**config.mk**
```make
export PLATFORM = sky130hd
export DESIGN_NAME = ofdm_gap_bit_loader
export DESIGN_NICKNAME = d
export VERILOG_FILES = /design/src/hdl/gbl_pkg.sv /design/src/hdl/ofdm_gap_bit_loader.sv /design/src/hdl/gbl_thr_regs.sv /design/src/hdl/gbl_bit_calc.sv /design/src/hdl/gbl_accum.sv
export SDC_FILE = /design/constraint.sdc
export NUM_CORES = 1
export LEC_CHECK = 0
export BUFFER_PORTS_ARGS = -buffer_cell sky130_fd_sc_hd__buf_2
export CAP_MARGIN = 10
export CORE_MARGIN = 1
export CORE_UTILIZATION = 40
export CTS_CLUSTER_DIAMETER = 100
export DETAILED_ROUTE_END_ITERATION = 8
export PLACE_DENSITY = 0.67
export SYNTH_ARGS = -nofsm -noshare
export SYNTH_HDL_FRONTEND = slang
export SYNTH_SLANG_ARGS = --single-unit
```
**constraint.sdc**
```tcl
create_clock -name clk -period 5.69 [get_ports clk]
set_input_delay 1.138 -clock clk [delete_from_list [all_inputs] [get_ports clk]]
set_output_delay 1.138 -clock clk [all_outputs]
set_load 0.05 [all_outputs]
```
**src/hdl/gbl_pkg.sv**
```systemverilog
// Shared constants, types and gap tables for the SNR-gap bit loader.
package gbl_pkg;

	// Symbol geometry and constellation limits
	localparam int CARRIER_LIMIT = 1024;
	localparam int MAX_BITS      = 10;
	localparam int BITS_W        = $clog2(MAX_BITS + 1);
	localparam int TOTAL_W       = 14;
	localparam int RAW_CAP       = CARRIER_LIMIT * MAX_BITS;
	localparam int CAP_INT       = (RAW_CAP > 16383) ? 16383 : RAW_CAP;
	localparam logic [TOTAL_W-1:0] TOTAL_CAP = TOTAL_W'(CAP_INT);

	// Fixed-point widths: SNR Q20.12, gap Q2.16, thresholds gap*(2^k-1)
	localparam int SNR_W  = 32;
	localparam int CMP_W  = SNR_W + 4;
	localparam int GAP_W  = 18;
	localparam int THR_W  = GAP_W + MAX_BITS;
	localparam int RATE_W = 3;

	// FEC rate codes
	localparam logic [RATE_W-1:0] RATE_HALF          = 3'd0;
	localparam logic [RATE_W-1:0] RATE_FIVE_EIGHTHS  = 3'd1;
	localparam logic [RATE_W-1:0] RATE_THREE_QTR     = 3'd2;
	localparam logic [RATE_W-1:0] RATE_SEVEN_EIGHTHS = 3'd3;
	localparam logic [RATE_W-1:0] RATE_OTHER         = 3'd4;
	localparam logic [RATE_W-1:0] RATE_RESET         = RATE_HALF;

	typedef logic [MAX_BITS-1:0][THR_W-1:0] thr_vec_t;

	// Result of the compare stage, handed to the accumulator
	typedef struct packed {
		logic [BITS_W-1:0] bits;
		logic              last;
	} calc_t;

	// Linear gap 10^(dB/10) in Q2.16
	function automatic logic [GAP_W-1:0] gap_q16(input logic [RATE_W-1:0] sel);
		logic [GAP_W-1:0] g;
		case (sel)
			RATE_HALF:          g = GAP_W'(103868);
			RATE_FIVE_EIGHTHS:  g = GAP_W'(116541);
			RATE_THREE_QTR:     g = GAP_W'(146717);
			RATE_SEVEN_EIGHTHS: g = GAP_W'(207243);
			default:            g = GAP_W'(130762);
		endcase
		return g;
	endfunction

	// Threshold k (entry k-1) is gap*(2^k - 1) = (gap << k) - gap
	function automatic thr_vec_t thr_for_rate(input logic [RATE_W-1:0] sel);
		thr_vec_t         t;
		logic [THR_W-1:0] g;
		g = THR_W'(gap_q16(sel));
		for (int k = 1; k <= MAX_BITS; k++) begin
			t[k-1] = (g << k) - g;
		end
		return t;
	endfunction

endpackage

```
**src/hdl/ofdm_gap_bit_loader.sv**
```systemverilog
// Top level of the per-carrier SNR-gap bit loader.
// Usage:
//   Input channel (in_valid/in_ready): one beat per subcarrier with snr_linear
//   (unsigned Q20.12), snr_invalid and last_carrier.
//   Output channel (out_valid/out_ready): one beat per input beat with
//   carrier_bits (0,1,2,4,6,8,10), running_total of the symbol so far, and
//   end_of_map copied from last_carrier. The total restarts after that beat.
//   Config channel (cfg_valid/cfg_ready/rate_select): FEC rate code; the user
//   must offer it to be taken only while no carrier is in flight, which the
//   block itself does not enforce; cfg_ready is always high.
// Pipeline: input register, compare and add, result register.
// Throughput: one carrier per cycle while out_ready stays high; the ten
//   threshold compares and the total add each fit between a pair of registers.
// Reset: pipeline empties, total clears, rate code returns to rate 1/2.
// Receiver stall: the result register holds; the input register fills, and
//   in_ready drops only once both stages hold beats.
module ofdm_gap_bit_loader (
	input  logic                          clk,
	input  logic                          arst_n,
	input  logic                          cfg_valid,
	output logic                          cfg_ready,
	input  logic [gbl_pkg::RATE_W-1:0]    rate_select,
	input  logic                          in_valid,
	output logic                          in_ready,
	input  logic [gbl_pkg::SNR_W-1:0]     snr_linear,
	input  logic                          snr_invalid,
	input  logic                          last_carrier,
	output logic                          out_valid,
	input  logic                          out_ready,
	output logic [gbl_pkg::BITS_W-1:0]    carrier_bits,
	output logic [gbl_pkg::TOTAL_W-1:0]   running_total,
	output logic                          end_of_map
);

	gbl_pkg::thr_vec_t thr;
	gbl_pkg::calc_t    calc;
	logic              calc_valid;
	logic              calc_ready;

	gbl_thr_regs u_thr_regs (
		.clk         (clk),
		.arst_n      (arst_n),
		.cfg_valid   (cfg_valid),
		.cfg_ready   (cfg_ready),
		.rate_select (rate_select),
		.thr         (thr)
	);

	gbl_bit_calc u_bit_calc (
		.clk          (clk),
		.arst_n       (arst_n),
		.in_valid     (in_valid),
		.in_ready     (in_ready),
		.snr_linear   (snr_linear),
		.snr_invalid  (snr_invalid),
		.last_carrier (last_carrier),
		.thr          (thr),
		.calc_valid   (calc_valid),
		.calc_ready   (calc_ready),
		.calc         (calc)
	);

	gbl_accum u_accum (
		.clk           (clk),
		.arst_n        (arst_n),
		.calc_valid    (calc_valid),
		.calc_ready    (calc_ready),
		.calc          (calc),
		.out_valid     (out_valid),
		.out_ready     (out_ready),
		.carrier_bits  (carrier_bits),
		.running_total (running_total),
		.end_of_map    (end_of_map)
	);

	// A ready receiver never backs up the input side
	a_no_stall: assert property (@(posedge clk) disable iff (!arst_n)
		out_ready |-> in_ready)
		else $error("input stalled while receiver ready");

	// Only valid constellation orders leave the block
	a_order: assert property (@(posedge clk) disable iff (!arst_n)
		out_valid |-> ((carrier_bits <= gbl_pkg::BITS_W'(1)) || !carrier_bits[0]) &&
			(carrier_bits <= gbl_pkg::BITS_W'(gbl_pkg::MAX_BITS)))
		else $error("invalid carrier bit count");

	// Total includes this carrier and stays within the symbol capacity
	a_total: assert property (@(posedge clk) disable iff (!arst_n)
		out_valid |-> (running_total >= gbl_pkg::TOTAL_W'(carrier_bits)) &&
			(running_total <= gbl_pkg::TOTAL_CAP))
		else $error("running total out of range");

endmodule

```
**src/hdl/gbl_thr_regs.sv**
```systemverilog
// Configuration register: holds the threshold set of the selected FEC rate.
module gbl_thr_regs (
	input  logic                          clk,
	input  logic                          arst_n,
	input  logic                          cfg_valid,
	output logic                          cfg_ready,
	input  logic [gbl_pkg::RATE_W-1:0]    rate_select,
	output gbl_pkg::thr_vec_t             thr
);

	gbl_pkg::thr_vec_t thr_q;

	assign cfg_ready = 1'b1;
	assign thr       = thr_q;

	// Thresholds are expanded once at write time
	always_ff @(posedge clk or negedge arst_n) begin
		if (!arst_n) begin
			thr_q <= gbl_pkg::thr_for_rate(gbl_pkg::RATE_RESET);
		end else if (cfg_valid && cfg_ready) begin
			thr_q <= gbl_pkg::thr_for_rate(rate_select);
		end
	end

endmodule

```
**src/hdl/gbl_bit_calc.sv**
```systemverilog
// Input register and threshold compare: gives the constellation order of one carrier.
module gbl_bit_calc (
	input  logic                        clk,
	input  logic                        arst_n,
	input  logic                        in_valid,
	output logic                        in_ready,
	input  logic [gbl_pkg::SNR_W-1:0]   snr_linear,
	input  logic                        snr_invalid,
	input  logic                        last_carrier,
	input  gbl_pkg::thr_vec_t           thr,
	output logic                        calc_valid,
	input  logic                        calc_ready,
	output gbl_pkg::calc_t              calc
);

	logic                       v_s1;
	logic [gbl_pkg::SNR_W-1:0]  snr_s1;
	logic                       inv_s1;
	logic                       last_s1;

	logic [gbl_pkg::CMP_W-1:0]  snr_cmp;
	logic [gbl_pkg::BITS_W-1:0] thr_hits;
	logic [gbl_pkg::BITS_W-1:0] ord_bits;

	assign in_ready   = !v_s1 || calc_ready;
	assign calc_valid = v_s1;

	// Stage 1 valid
	always_ff @(posedge clk or negedge arst_n) begin
		if (!arst_n) begin
			v_s1 <= 1'b0;
		end else if (in_ready) begin
			v_s1 <= in_valid;
		end
	end

	// Stage 1 payload
	always_ff @(posedge clk) begin
		if (in_valid && in_ready) begin
			snr_s1  <= snr_linear;
			inv_s1  <= snr_invalid;
			last_s1 <= last_carrier;
		end
	end

	// SNR in Q.16; thresholds rise with k, so the highest one met sets b
	always_comb begin
		snr_cmp  = {snr_s1, 4'b0000};
		thr_hits = '0;
		for (int k = 1; k <= gbl_pkg::MAX_BITS; k++) begin
			if (snr_cmp >= gbl_pkg::CMP_W'(thr[k-1])) begin
				thr_hits = gbl_pkg::BITS_W'(k);
			end
		end
	end

	// Odd orders above one drop to the next lower even order; bad SNR loads nothing
	always_comb begin
		if (inv_s1 || (snr_s1 == '0)) begin
			ord_bits = '0;
		end else if (thr_hits <= gbl_pkg::BITS_W'(1)) begin
			ord_bits = thr_hits;
		end else begin
			ord_bits = {thr_hits[gbl_pkg::BITS_W-1:1], 1'b0};
		end
	end

	assign calc.bits = ord_bits;
	assign calc.last = last_s1;

endmodule

```
**src/hdl/gbl_accum.sv**
```systemverilog
// Result register and per-symbol running total of loaded bits.
module gbl_accum (
	input  logic                         clk,
	input  logic                         arst_n,
	input  logic                         calc_valid,
	output logic                         calc_ready,
	input  gbl_pkg::calc_t               calc,
	output logic                         out_valid,
	input  logic                         out_ready,
	output logic [gbl_pkg::BITS_W-1:0]   carrier_bits,
	output logic [gbl_pkg::TOTAL_W-1:0]  running_total,
	output logic                         end_of_map
);

	logic                         v_s2;
	logic [gbl_pkg::BITS_W-1:0]   bits_s2;
	logic [gbl_pkg::TOTAL_W-1:0]  total_s2;
	logic                         last_s2;
	logic [gbl_pkg::TOTAL_W-1:0]  acc_q;

	logic [gbl_pkg::TOTAL_W:0]    sum;
	logic [gbl_pkg::TOTAL_W-1:0]  total;
	logic                         take;

	assign calc_ready = !v_s2 || out_ready;
	assign take       = calc_valid && calc_ready;

	// Add with saturation at the symbol capacity
	always_comb begin
		sum = {1'b0, acc_q} + (gbl_pkg::TOTAL_W + 1)'(calc.bits);
		if (sum > {1'b0, gbl_pkg::TOTAL_CAP}) begin
			total = gbl_pkg::TOTAL_CAP;
		end else begin
			total = sum[gbl_pkg::TOTAL_W-1:0];
		end
	end

	// Output valid and accumulator; total restarts after the last carrier
	always_ff @(posedge clk or negedge arst_n) begin
		if (!arst_n) begin
			v_s2  <= 1'b0;
			acc_q <= '0;
		end else begin
			if (calc_ready) begin
				v_s2 <= calc_valid;
			end
			if (take) begin
				acc_q <= calc.last ? '0 : total;
			end
		end
	end

	// Output payload
	always_ff @(posedge clk) begin
		if (take) begin
			bits_s2  <= calc.bits;
			total_s2 <= total;
			last_s2  <= calc.last;
		end
	end

	assign out_valid     = v_s2;
	assign carrier_bits  = bits_s2;
	assign running_total = total_s2;
	assign end_of_map    = last_s2;

endmodule

```
# [Yosys cells after proc, flatten, opt, wreduce, memory -nomap -nowiden]
# Index checks and enable logic that the tools add are counted.
[op_classes] muxes=16 n_eq_ne=3 reduce_logical=9 order_cmp=12 addsub=11
[op_table] cell="$ge A36 B28 Y1" count=10
[op_table] cell="$pmux W18 S4" count=1
[op_table] cell="$logic_not A32 Y1" count=1
[op_table] cell="$mux W14" count=2
[op_table] cell="$sub A27 B18 Y28" count=1
[op_table] cell="$sub A28 B18 Y28" count=1
[op_table] cell="$sub A26 B18 Y27" count=1
[op_table] cell="$sub A25 B18 Y26" count=1
[op_table] cell="$sub A24 B18 Y25" count=1
[op_table] cell="$sub A23 B18 Y24" count=1
[op_table] cell="$sub A22 B18 Y23" count=1
[op_table] cell="$sub A21 B18 Y22" count=1
[op_table] cell="$sub A20 B18 Y21" count=1
[op_table] cell="$sub A19 B18 Y20" count=1
[op_table] cell="$mux W18" count=1
[op_table] cell="$mux W4" count=4
[op_table] cell="$add A14 B4 Y15" count=1
[op_table] cell="$gt A15 B14 Y1 const B" count=1
[op_table] cell="$mux W3" count=4
[op_table] cell="$eq A3 B2 Y1 const B" count=2
[op_table] cell="$le A4 B1 Y1 const B" count=1
[op_table] cell="$mux W2" count=2
[op_table] cell="$eq A3 B1 Y1 const B" count=1
[op_table] cell="$logic_not A3 Y1" count=1
[op_table] cell="other kinds (4)" count=9
[word_totals] regBits=349 inputBits=42

# [Longest topological paths before layout]
# Gate-level depths: netlist of the first run.
[logic_depth] depth_word=18 ltp_mapped=24 ltp_nobuf=21

# [Cells and area by module]
# Synthesis of the first run repeated with hierarchy kept, for this count alone.
[hier_totals] hier_cells=2004 area_unflattened_um2=18385.1
[by_module_without_submodules] module="gbl_thr_regs" area_each_um2=9088.7 n_inst=1 cells_per_inst=914 seq_area_each_um2=3937.5
[by_module_without_submodules] module="gbl_bit_calc" area_each_um2=7364.6 n_inst=1 cells_per_inst=907 seq_area_each_um2=1046.0
[by_module_without_submodules] module="gbl_accum" area_each_um2=1931.9 n_inst=1 cells_per_inst=183 seq_area_each_um2=945.9

# [Worst setup path after synthesis of the first run]
# Ideal clock, no wire load.
[synth_path] path_kind="register to register" startpoint="register u_thr_regs.thr_q (netlist bit u_thr_regs.thr[174])" endpoint="register u_accum.total_s2 (netlist bit u_accum.running_total[11]), data pin" t_required_ns=5.430 slack_ns=-0.101 path_stages_with_launch=25 setup_ns=0.260 n_path_buf=3 arrival_time_ns=5.530 synth_period_minus_slack_ns=5.791 cell_sequence="dfstp_2 inv_1 ha_1 or2_2 o2111ai_1 a21oi_1 o41ai_1 a311oi_1 or4_1 nor2_1 o2111a_1 ha_1 inv_1 fa_1 nand2b_1 a21oi_1 xor2_1 or3_1 or4_1 o311a_1 buf_6 or2_1 buf_6 buf_6 o21bai_1"
[synth_rtl] element="from (decl)" line="gbl_thr_regs.sv:11" rtl="gbl_pkg::thr_vec_t thr_q;"
[synth_rtl] element="from (signal assigned)" line="gbl_thr_regs.sv:19" rtl="thr_q <= gbl_pkg::thr_for_rate(gbl_pkg::RATE_RESET);"
[synth_rtl] element="from (signal assigned)" line="gbl_thr_regs.sv:21" rtl="thr_q <= gbl_pkg::thr_for_rate(rate_select);"
[synth_rtl] element="to (signal assigned)" line="gbl_accum.sv:57" rtl="total_s2 <= total;"
[synth_rtl] element="to (decl)" line="gbl_accum.sv:17" rtl="logic [gbl_pkg::TOTAL_W-1:0] total_s2;"

==> reports/qor.yml, run 1 <==
grt_pass1_wl_um: 92900
synthCells: 1985
crit_arrival_ns: 5.96
rr_worst_depth: 21
drc_errors: 0
grt_max_degree: 140
final_antenna_net_count: 0
initial_utilization_pct: 40.8
cts_buffers: 28
hpwl_um: 45700
port_buffers: 62
fp.dieH_um: 215
ir_worst_vdd_mv: 0.299
ios: 64
first_pass_iters: 5
p_leak_nw: 9.95
gp_congestion: 0.968
max_stage_delay_ns: 0.67
maxSlewHeadroom_pct: 32.5
critical_path_class: "flip-flop to flip-flop"
required_ns: 6.01
via_per_inst: 5.72
gr-total-overflow: 0
start_kind: "flip-flop"
synth_cell_types: 73
rsz0062_at_grt: "yes"
cts_tree: "built"
postLayoutSetupSlackWorst_ns: 0.0551
synth_ff_type: "dfrtp_1"
cellPowerDensity_nw_per_um2: 276
reg2reg_from: "u_bit_calc.snr_s1[1]"
status: "completed"
fin_hold_ws_ns: 0.499
regArea_um2: 6460
wl_per_cell_um: 21.9
fin_nets: 2493
die_x_um: 215
slowest_stage: "nor4_1"
synth.avg_cell_area_um2: 9.16
worstSetupEndpointType: "flip-flop"
h-tree-depth: 1
crit_buf_inv: 7
fin_util_pct: 48.3
min_from: "u_bit_calc.calc_valid"
worst_hold_path.num_cells: 1
drv_slew: 0
grt_pass1_vias: 15779
rrSetupSlack_ns: 0.06
period_minus_slack_ns: 5.63
wl_um: 60700
hold_violations: 0
cts.sinks: 244
drive_above_1_share_pct: 19.3
critPathMaxFanout: 8
async_flop_share_pct: 78.3
syn_to_final_growth_pct: 18.3
root_buffer: "clkbuf_16"
pre_cts_slack_ns: -0.349
worstReg2RegEnd: "u_accum.running_total[11]"
max-cap-violations: 0
antenna_found_initial: 1
setup_viol: 0
yosysTopAreaCell: "ha_1"
coreArea_um2: 44500
cp_top_family: "simple AND/OR/NAND/NOR gates"
die-area_um2: 46300
num_rows: 77
path_clk_slew_ns: 0.07
synth_edf_count: 53
grt_use_total_pct: 26.1
via_count: 15861
ys_ff_latch: 244
fin_crit_sh_pct: 99.0
syn-num-nets: 2321
skew_ns: 0.0287
worstPathCellList: "buf_4 -> buf_4 -> buf_4 -> nor4_1 -> buf_4 -> nand4_1 -> o21bai_1 -> inv_1 -> and2_1 -> o2111a_1 -> ha_2 -> buf_4 -> buf_4 -> a211oi_2 -> nor2_1 -> xor2_1 -> or3_1 -> or4_4 -> o311a_4 -> or2_4 -> o21bai_1"
final.fill_count: 4185
ys_warn_count: 0
hp-class: "flip-flop to flip-flop"
synth_area_um2: 18200
critPathMostFrequentCell: "buf_4"
clk_latency_ns: 0.59
clk_path_buf_depth: 3
max_freq_mhz: 177
synth_top_area_share_pct: 20.0
worst_pin_slew_ns: 1.01
min_to: "u_accum.out_valid"
drt_iter0_markers: 1375
synth_seq_area_share_pct: 35.6
synth.area.top_cells: "ha_1 (20%), dfrtp_1 (16%), dfstp_2 (11%)"
multi_input_area_um2: 10900
Yosys cell counts, types with 9 or more instances:
| cell | instances |
|---|---|
| o21ai_0 | 163 |
| dfstp_2 | 74 |
| nand2b_1 | 20 |
| a31oi_1 | 16 |
| clkbuf_1 | 51 |
| nand3_1 | 46 |
| nor4_1 | 16 |
| a211oi_1 | 21 |
| buf_1 | 24 |
| xnor2_1 | 77 |
| dfrtp_1 | 117 |
| mux2i_1 | 24 |
| o22ai_1 | 16 |
| a21o_1 | 49 |
| a21oi_1 | 163 |
| nor2b_1 | 22 |
| and2_1 | 9 |
| nand4_1 | 45 |
| xor2_1 | 17 |
| ha_1 | 290 |
| o211ai_1 | 15 |
| nor3_1 | 20 |
| nand2_1 | 124 |
| nor2_1 | 134 |
| o21a_1 | 11 |
| inv_1 | 204 |
| edfxtp_1 | 53 |
metal layers:
layer / part of all wire [%] / vias to the layer above / GRT usage [%] / wire length, um
met2: 44 / 599 / 40.7 / 26800
met3: 7.2 / 150 / 4.70 / 4380
met1: 42 / 7642 / 34.0 / 25600
met4: 6.3 / 0 / 14.7 / 3830
met5: 0 / - / 0 / 0
li1: - / 7470 / - / -
kinds of logic after synthesis:
family | count (synthesis) | share of synthesized area [%]
AO/OA/AOI/OAI | 542 | 18.4
XOR/XNOR | 94 | 4.53
adder cells (fa/ha/maj) | 294 | 20.4
buffers and inverters | 293 | 6.24
flip-flops | 244 | 35.6
multiplexers | 31 | 1.76
other | 1 | 0.0206
AND/OR/NAND/NOR | 486 | 13.1
cells in the final DEF, fill, tap and decap left out, types with 7 or more instances in the layout:
master,instances
a31oi_1,15
buf_2,60
nor2_1,126
dfrtp_1,117
nand4_1,45
nand2b_1,19
clkbuf_16,29
inv_1,201
o21ai_0,160
o21a_1,11
o2111ai_1,7
xnor2_1,76
dfstp_2,74
o21bai_1,8
nand3b_1,7
nor4_1,13
nand3_1,45
nor2b_1,22
nand2_1,124
mux2i_1,24
mux2_2,7
ha_1,285
and3_1,7
o211ai_1,15
o22ai_1,16
a21oi_1,162
a211oi_1,17
and4_1,7
edfxtp_1,53
a21o_1,49
and2_1,8
xor2_1,15
o41ai_2,7
nor3_1,19
buf_4,153
power breakdown:
group	total [mW]	internal (mW)	leakage (nW)	switching, mW
combinational	1.79	0.682	6.78	1.11
sequential	2.17	2.06	2.69	0.102
clock	1.98	1.18	0.486	0.797
through the flow:
step	cells	total power, mW	TNS, ns	cell area [um2]
3_3_place_gp	2707	3.84	-4.22	20100
6_report	2772	5.94	0	21500
5_1_grt	2771	6.24	-1.20	21500
4_1_cts	2767	5.91	-0.344	21300
2_1_floorplan	1985	3.25	0	18200
3_5_place_dp	2707	3.89	-7.44	20100
sequential cells by signal, summed over array words and instances (netlist names):
name,count
u_accum.running_total,14
u_accum.out_valid,1
u_bit_calc.snr_s1,32
u_bit_calc.inv_s1,1
u_accum.carrier_bits,4
u_bit_calc.last_s1,1
u_thr_regs.thr,175
u_bit_calc.calc_valid,1
u_accum.acc_q,14
u_accum.end_of_map,1
worst max path at each step:
stage	end	cells after the start	start
floorplan	u_accum.running_total[11]	24	u_thr_regs.thr[174]
global placement	u_accum.running_total[11]	22	u_thr_regs.thr[61]
detailed placement	u_accum.running_total[0]	23	u_thr_regs.thr[61]
CTS	u_accum.acc_q[6]	24	u_thr_regs.thr[145]
global route	u_accum.running_total[11]	21	u_bit_calc.snr_s1[13]
finish	u_accum.running_total[11]	21	u_bit_calc.snr_s1[1]
final cells by class:
type	instances	area share, %
timing repair buffer	224	7.46
antenna	1	0.0116
tap	592	3.44
sequential	244	30.1
multi-input combinational	1448	50.6
clock buffer	38	3.76
inverter	211	3.68
clock inverter	14	0.937
worst reg2reg max path, cell delays in order, from the launching register on:
cell and delay [ns]:
edfxtp_1 0.40, buf_4 0.17, buf_4 0.13, buf_4 0.15
nor4_1 0.67, buf_4 0.23, nand4_1 0.11, o21bai_1 0.48
inv_1 0.11, and2_1 0.18, o2111a_1 0.15, ha_2 0.20
buf_4 0.12, buf_4 0.13, a211oi_2 0.23, nor2_1 0.10
xor2_1 0.17, or3_1 0.34, or4_4 0.50, o311a_4 0.32
or2_4 0.32, o21bai_1 0.17
what timing repair did:
| action | CTS | global route |
|---|---|---|
| setup endpoints to repair | 25 | 25 |
| pin swaps | 29 | 27 |
| resized for setup | 31 | 35 |
| buffers inserted | 8 | 5 |
| hold buffers | 0 | 0 |
(Power assumes the default switching activity.)
==> inputs of run 2 (changes only) <==
Settings changed: ABC_AREA set to 1.
==> run 2 against run 1 <==
Register-to-register slack better by 0.33 ns. Sequential share of layout area is 1.0 points higher. Global-route usage is 1.9 points higher. Worst hold slack worse by 0.044 ns. Clock power hardly changed. Flip-flop and latch count stayed put. Final cell count is 10% higher. Core utilization is 2.7 points lower. Combinational power is 8% higher. Worst setup slack better by 0.33 ns. Critical path type unchanged. Largest cell class unchanged.
==> reports/qor.yml, run 2 <==
coreArea_um2: 45600  # +2.4%
synth_area_um2: 18600  # +2.3%
pwr-share-seq_pct: 36.3  # -0.2 points
clk_latency_ns: 0.59  # about the same
slowest_stage: "edfxtp_1"
rrSetupSlack_ns: 0.38  # +0.33 ns
final.setup.tns_ns: 0  # unchanged
h-tree-depth: 1  # unchanged
final_antenna_net_count: 0  # unchanged
comb_power_share_pct: 31.3  # +1.2 points
diodes: 0  # -1
synth_edf_count: 53  # unchanged
drt_iter0_markers: 1674  # +22%
p_sw_share_pct: 37.0  # +3.2 points
rr_worst_depth: 23  # +9.5%
reg2reg_from: "u_bit_calc.snr_s1[12]"
worstReg2RegEnd: "u_accum.acc_q[1]"
grt_pass1_vias: 16372  # +3.8%
antenna_found_initial: 2  # +1
worstSetupEndpointType: "flip-flop"
initial_utilization_pct: 40.8  # -0.041 points
max-cap-violations: 0  # unchanged
synth_ff_type: "dfrtp_1"
cts_hold_buf: 0  # unchanged
ir_worst_vdd_mv: 0.254  # -15%
hp-class: "flip-flop to flip-flop"
maxSlewHeadroom_pct: 31.4  # -1.1 points
placed_cells: 2980  # +10%
crit_arrival_ns: 5.83  # -0.13 ns
path_clk_slew_ns: 0.06  # about the same
cts_tree: "built"
gp_congestion: 0.995  # +2.8%
final_cell_mix: "nand2_1 (515), inv_1 (341), ha_1 (290), o21ai_0 (166), nor2_1 (156)"
regArea_um2: 6460  # unchanged
hold_violations: 0  # unchanged
num_rows: 78  # +1.3%
synth_top_area_share_pct: 19.5  # -0.45 points
ys_ff_latch: 244  # unchanged
final_cell_count_no_fill: 3056  # +10%
required_ns: 6.21  # +0.20 ns
synth.most_common_cell: "nand2_1"
critPathMaxFanout: 12  # +4
period_minus_slack_ns: 5.31  # -0.327 ns
wl_per_cell_um: 21.7  # -0.97%
final_common_cell: "nand2_1"
skew_ns: 0.0110  # -0.0177 ns
die-area_um2: 47300  # +2.3%
cts.sinks: 244  # unchanged
final.fill_count: 4526  # +8.1%
min_to: "u_accum.end_of_map"
p_leak_nw: 10.3  # +3.8%
synth_seq_area_share_pct: 34.8  # -0.80 points
max_stage_delay_ns: 0.82  # +0.15 ns
min_from: "u_bit_calc.last_s1"
largest_reg_flops: 175  # unchanged
p_int_mw: 3.90  # -0.76%
grt_use_total_pct: 28.0  # +1.9 points
critical_path_class: "flip-flop to flip-flop"
synth.avg_cell_area_um2: 7.90  # -14%
synthTopCellsByCount: "nand2_1 (516), inv_1 (341), ha_1 (290)"
start_kind: "flip-flop"
synth_cell_types: 54  # -26%
synthCells: 2354  # +19%
gr-total-overflow: 0  # unchanged
grt_pass1_wl_um: 99700  # +7.3%
worst_pin_slew_ns: 1.03  # +0.0124 ns
drv_slew: 0  # unchanged
fin_crit_sh_pct: 93.3  # -5.7 points
root_buffer: "clkbuf_16"
port_buffers: 62  # unchanged
worst_hold_path.num_cells: 0  # -1
syn-num-nets: 2690  # +16%
via_per_inst: 5.58  # -2.5%
cellPowerDensity_nw_per_um2: 298  # +7.8%
critPathMostFrequentCell: "nand2_1"
hpwl_um: 50300  # +10%
syn_to_final_growth_pct: 11.8
multi_input_area_um2: 10500  # -3.3%
via_count: 17042  # +7.4%
status: "completed"
drc_errors: 0  # unchanged
cts_buffers: 30  # +7.1%
synth.area.top_cells: "ha_1 (20%), dfrtp_1 (16%), dfstp_2 (10%)"
p_clk_share_pct: 32.4  # -1.0 points
setup_viol: 0  # unchanged
first_pass_iters: 6  # +1
drive_above_1_share_pct: 11.0  # -8.4 points
p_sw_mw: 2.29  # +14%
grt_max_degree: 147  # +5.0%
async_flop_share_pct: 78.3  # unchanged
max_freq_mhz: 188  # +6.2%
worstPathCellList: "ha_1 -> nand2_1 -> nor2_1 -> a21oi_1 -> o21ai_0 -> nand2_1 -> nand3_1 -> nor2_1 -> nand2_1 -> nor3_1 -> ha_1 -> inv_1 -> fa_1 -> nand3b_1 -> nand2_1 -> nand2_1 -> xor2_1 -> nand3_1 -> nor3_1 -> nand3_1 -> nand2_2 -> nand3_1 -> nand2_1"
ios: 64  # unchanged
wl_um: 66200  # +9.2%
fp.dieH_um: 218  # +1.1%
fin_nets: 2768  # +11%
clk_path_buf_depth: 3  # unchanged
die_x_um: 218  # +1.1%
yosysTopAreaCell: "ha_1"
rsz0062_at_grt: "no"
ys_warn_count: 0  # unchanged
## run 2: changes by cell type after synthesis, sizes merged, moves of 24 or more
cell | previous run | this run
xnor2 | 77 | 7
nand2 | 124 | 525
inv | 206 | 351
nor2 | 134 | 168
nand3 | 46 | 110
mux2i | 24 | 0
o21ai | 164 | 192
a21o | 49 | 7
## run 2: how the worst max path moves through the flow
stage               slack (ns)                   to  depth (start not counted)             startpoint
finish                    0.38     u_accum.acc_q[1]                         23  u_bit_calc.snr_s1[12]
global route            0.0006     u_accum.acc_q[1]                         23  u_bit_calc.snr_s1[12]
CTS                       0.20     u_accum.acc_q[1]                         25  u_bit_calc.snr_s1[11]
detailed placement        0.24     u_accum.acc_q[1]                         25  u_bit_calc.snr_s1[10]
global placement          0.37     u_accum.acc_q[2]                         25  u_bit_calc.snr_s1[11]
floorplan                 1.12  u_thr_regs.thr[247]                         23         rate_select[2]
## run 2: final cells by class
type | instances | share of cell area [%]
multi-input cells | 1694 | 50.7
inverters | 353 | 6.38
flip-flops and latches | 244 | 31.1
clock buffers | 35 | 3.85
well taps | 600 | 3.61
clock inverters | 21 | 1.03
repair buffers | 109 | 3.36
## run 2: per-stage QoR
stage | hold slack (ns) | utilization, % | cell area, um2 | setup WS, ns | total power, mW
2_1_floorplan | 0.427 | - | 18600 | 1.12 | 3.48
3_3_place_gp | 0.438 | 43.0 | 19600 | 0.366 | 4.10
3_5_place_dp | 0.446 | 43.0 | 19600 | 0.236 | 4.15
4_1_cts | 0.462 | 45.2 | 20600 | 0.196 | 6.16
5_1_grt | 0.468 | 45.6 | 20800 | 0.000594 | 6.50
6_report | 0.455 | 45.6 | 20800 | 0.382 | 6.19
## run 2: repair_timing
| item | in CTS | in global routing |
|---|---|---|
| resized for setup | 0 | 1 |
| buffers inserted | 0 | 20 |
| setup endpoints to repair | 0 | 13 |
## run 2: power groups by stage
stage	Clock (mW)	Sequential, mW	Combinational, mW
2_1_floorplan	0	2.29	1.18
3_3_place_gp	0	2.28	1.82
3_5_place_dp	0	2.29	1.86
4_1_cts	2.03	2.26	1.88
5_1_grt	2.08	2.27	2.16
6_report	2.00	2.25	1.94
## run 2: cells by family (layout without fill, tap and decap cells)
kind of cell | Yosys count | count (layout) | share of synthesized area [%]
fa+ha+maj | 294 | 294 | 19.9
buf+inv | 416 | 518 | 8.60
simple gates | 889 | 889 | 20.4
other cells | 1 | 1 | 0.0202
flops | 244 | 244 | 34.8
xor+xnor | 40 | 40 | 1.88
compound gates | 470 | 470 | 14.4
## run 2: critical path: cells and delay by family (launching register included)
family / cells / cell delay, ns
fa+ha+maj: 3 / 1.00
flops: 1 / 0.82
simple gates: 16 / 2.56
compound gates: 2 / 0.55
buf+inv: 1 / 0.06
xor+xnor: 1 / 0.24
## run 2: routing by layer
metal  track usage (%)  part of all wire, %  vias up  wire length [um]
li1                  -                    -     8062                 -
met4              13.2                  5.7        2              3750
met3              4.77                  8.1      193              5370
met1              37.2                   42     8046             27900
met2              44.2                   44      739             29100
met5                 0                0.023        -                15
